[src/rtl/assert_macros.svh]
// assertion helpers for the rtl, empty for synthesis
`ifndef ASSERT_MACROS_SVH
`define ASSERT_MACROS_SVH
`ifndef SYNTHESIS
`define ASSERT_PROP(lbl, clk, rst_n, prop) \
  lbl: assert property (@(posedge clk) disable iff (!rst_n) prop) \
    else $error("property failed");
`define ASSERT_NEVER(lbl, clk, rst_n, cond) \
  lbl: assert property (@(posedge clk) disable iff (!rst_n) !(cond)) \
    else $error("forbidden condition seen");
`else
`define ASSERT_PROP(lbl, clk, rst_n, prop)
`define ASSERT_NEVER(lbl, clk, rst_n, cond)
`endif
`endif

[src/rtl/omp_ram.sv]
module omp_ram #(
  parameter int WIDTH = 8,
  parameter int DEPTH = 16
) (
  input  logic                     clk,
  input  logic                     wr_en,
  input  logic [$clog2(DEPTH)-1:0] wr_addr,
  input  logic [WIDTH-1:0]         wr_data,
  input  logic                     rd_en,
  input  logic [$clog2(DEPTH)-1:0] rd_addr,
  output logic [WIDTH-1:0]         rd_data
);

  logic [WIDTH-1:0] mem [DEPTH];

  always_ff @(posedge clk) begin
    if (wr_en) begin
      mem[wr_addr] <= wr_data;
    end
    if (rd_en) begin
      rd_data <= mem[rd_addr];
    end
  end

endmodule

[config.mk]
export PLATFORM = sky130hd
export DESIGN_NAME = omp_ram
export DESIGN_NICKNAME = d
export VERILOG_FILES = /design/src/rtl/assert_macros.svh /design/src/rtl/omp_ram.sv
export SDC_FILE = /design/constraint.sdc
export NUM_CORES = 1
export LEC_CHECK = 0
export BUFFER_PORTS_ARGS = -buffer_cell sky130_fd_sc_hd__buf_4
export CORE_ASPECT_RATIO = 0.75
export CORE_MARGIN = 2
export CORE_UTILIZATION = 50
export CTS_CLUSTER_DIAMETER = 80
export DETAILED_ROUTE_END_ITERATION = 10
export PLACE_DENSITY = 0.7
export SYNTH_ARGS = -nofsm -noshare
export SYNTH_HDL_FRONTEND = slang
export SYNTH_SLANG_ARGS = --single-unit
[constraint.sdc]
create_clock -name clk -period 2.1 [get_ports clk]
set_input_delay 0.63 -clock clk [delete_from_list [all_inputs] [get_ports clk]]
set_output_delay 0.63 -clock clk [all_outputs]
set_load 0.01 [all_outputs]
==> results by group <==
Status
  • Outcome: finished clean

Layout
  • Fin cells: 442
  • Commonest non-fill, non-tap cell in the layout: sky130_fd_sc_hd__edfxtp_1
  • Fraction of layout cells with a size suffix above 1: 32.7%
  • Inserted Diodes: 0
  • Commonest cells after routing, fill and taps aside: 136 x sky130_fd_sc_hd__edfxtp_1, 53 x sky130_fd_sc_hd__buf_4, 18 x sky130_fd_sc_hd__mux4_2, 17 x sky130_fd_sc_hd__clkbuf_16, 16 x sky130_fd_sc_hd__a22oi_1
  • Signed area change from the synthesized netlist to the final layout: 21.0%
  • Area of the multi-input gates: 1060 um^2
  • Fill cell instance count of the final layout: 736
  • Final core occ: 61.7%
  • Final Instance Area: 6320 um^2
  • Footprint of the flip-flops and latches: 4080 um^2
  • Net total in the final layout: 312

Critical path
  • Slowest stage delay, CP: 0.51 ns
  • Critical path data required time: 2.24 ns
  • Arr. time, crit path: 1.91 ns
  • Largest fanout of any net on the critical path: 10
  • Critical-path cell with the highest stage delay: sky130_fd_sc_hd__mux4_2
  • Series of cell instances along the critical path: buf_4 > buf_4 > mux4_2 > a22oi_1 > nand2_1
  • Critical setup path kind: in -> reg
  • Top Family by Delay on Critical Path: multiplexers
  • Sum of buffers and inverters on the critical path: 2
  • Stages on worst setup path: 5
  • Reg2Reg Depth: 3
  • Critical Path End Type: register
  • Startpoint Class: input pin
  • Crit-path most repeated cell: sky130_fd_sc_hd__buf_4

STA
  • Clock Skew: 0.0112 ns
  • Post-route fraction of the period consumed by the critical path: 84.3%
  • Setup repair after global routing missed its margin: no
  • Slew headroom: 66.4%
  • Number of failing hold endpoints at the final stage: 0
  • Final setup violation count: 0
  • Minimum clock period: 1.77 ns
  • Number of max-slew violations in the final report: 0
  • Worst hold slack after final layout: 0.502 ns
  • Fmax achieved: 565 MHz
  • Slew at the pin with the worst max-slew slack: 0.500 ns

Floorplan
  • Boundary Pins: 27
  • Standard-cell rows: 32
  • Starting utilization of the core area: 51.0%
  • Die H: 92.6 um
  • Placeable core region: 10,200 um^2
  • Area of the die: 11,300 um^2
  • Die width: 122 um

Global route
  • Pin count of the biggest net entering global routing: 17
  • Total global routing overflow: 0
  • Antenna violations before repair: 0
  • Via count of the first global-routing pass: 2,554
  • Total routing resource utilization after global routing: 20.8%
  • Wire length of the first global-routing pass: 15,800 um

Detailed routing
  • Post-detailed-route wirelength per cell: 23.5 um
  • Count of TritonRoute iterations in the first routing pass: 4
  • Via total after detailed routing: 2,543
  • Number of design-rule violations left by the first detailed-router iteration: 296
  • Vias/cell: 5.75
  • Final wirelength: 10,400 um
  • Count of antenna-violating nets left after detailed routing: 0
  • DRC: 0

Logic synthesis
  • Ranking of synthesized cells by area: sky130_fd_sc_hd__edfxtp_1 78%, sky130_fd_sc_hd__mux4_2 7.8%, sky130_fd_sc_hd__mux4_1 7.0%, sky130_fd_sc_hd__a22oi_1 2.3%, sky130_fd_sc_hd__nor2_1 0.93%
  • Area share of the leading cell type in the synthesized netlist: 78.1%
  • Netlist area before placement: 5230 um^2
  • Register bit total from synthesis: 136
  • Number of cells produced by synthesis: 229
  • Per-instance average area after synthesis: 22.8 um^2
  • Cell type with the largest total area after synthesis: sky130_fd_sc_hd__edfxtp_1
  • Number of distinct library cell variants in the gate-level netlist after synthesis: 18
  • Total number of yosys warnings: 0
  • Sequential cell area fraction in the yosys report: 78.1%
  • Syn nets: 248

Placed design
  • Port Buffer Count: 26
  • Last weighted congestion value of the routability-driven placer: 0.765
  • Detailed placement HPWL: 6540 um
  • Area of placed instances: 5750 um^2
  • Cell Count Post-Placement: 410

Clocking
  • Post-CTS Setup Inserts: 0
  • Post-CTS Hold Fix Bufs: 0
  • TritonCTS clock tree: built
  • Maximum count of clock buffers along a single path: 2
  • Root buffer cell: sky130_fd_sc_hd__clkbuf_16
  • Clock latency of the later-clocked register in the worst-skew pair: 0.42 ns
  • Clock Sinks: 136
  • Clock-pin slew on the worst setup and hold paths: 0.05 ns
  • Total number of H-tree levels: 4
  • CTS resizes: 0
  • Number of buffers created by CTS: 17

Run
  • Reported max-cap violation count: 0

Power and ir drop
  • Pwr/cell area: 991 nW/um^2
  • Overall power after layout: 6.26 mW
  • Standby leakage power: 2.17 nW
  • Peak supply drop: 531 uV

Min path
  • Min-Delay Path Depth: 1
  • Worst min-delay path class: in -> reg
[path summary, 6_finish.rpt]
path,startpoint,end,slack (ns)
max,rd_addr[0],rd_data[0],0.33
min,rd_en,rd_data[6],0.50
max reg2reg,mem[11][0],rd_data[0],0.54
min reg2reg,mem[15][4],rd_data[4],0.76
[synthesized netlist by cell type]
master	count
sky130_fd_sc_hd__edfxtp_1	136
sky130_fd_sc_hd__mux4_2	18
sky130_fd_sc_hd__a22oi_1	16
sky130_fd_sc_hd__mux4_1	14
sky130_fd_sc_hd__nor2_1	13
sky130_fd_sc_hd__nand2_1	9
sky130_fd_sc_hd__nor3_1	4
sky130_fd_sc_hd__buf_2	3
sky130_fd_sc_hd__buf_6	3
sky130_fd_sc_hd__clkdlybuf4s25_2	3
sky130_fd_sc_hd__nand2b_1	2
sky130_fd_sc_hd__nand3b_1	2
sky130_fd_sc_hd__and2_1	1
sky130_fd_sc_hd__and2b_1	1
sky130_fd_sc_hd__buf_4	1
sky130_fd_sc_hd__nand3_1	1
sky130_fd_sc_hd__nor2b_1	1
sky130_fd_sc_hd__or3b_2	1
[kinds of logic after synthesis]
group	count (synthesis)	synth area share, %
mux	32	14.8
compound gates	16	2.30
simple gates	35	3.14
buf+inv	10	1.65
flops	136	78.1
[flip-flops by register name, indices dropped and copies added (netlist names)]
name / flops
rd_data: 8
mem: 128
[layer usage]
layer  track usage, %  vias to the layer above  wire (um)
met2             29.2                       99       4850
met5                0                        -          0
met3             7.20                       10        847
met4             7.47                        0         86
met1             30.5                     1326       4620
li1                 -                     1108          -
[where the power goes]
part | leakage (nW) | switching, mW | internal, mW | total [mW]
Sequential | 1.24 | 0.0152 | 3.06 | 3.08
Clock | 0.277 | 1.03 | 1.84 | 2.86
Combinational | 0.655 | 0.177 | 0.149 | 0.326
Total | 2.17 | 1.22 | 5.05 | 6.26
[worst reg2reg max path: stages, from the launching register on]
cell	delay, ns
sky130_fd_sc_hd__edfxtp_1	0.36
sky130_fd_sc_hd__mux4_2	0.51
sky130_fd_sc_hd__a22oi_1	0.30
sky130_fd_sc_hd__nand2_1	0.13
[final cells by class]
class,instances,area share [%]
flip-flops and latches,136,64.6
multi-input cells,83,16.8
well taps,136,2.69
clock buffers,20,6.91
clock inverters,12,2.10
repair buffers,55,6.93
[stage by stage]
step	setup slack (ns)	setup TNS (ns)
after floorplan	0.188	0
after global placement	-0.0660	-0.199
after detailed placement	-0.0721	-0.252
after CTS	0.315	0
after global routing	0.263	0
final	0.330	0
Power figures use the tool's default switching activity.
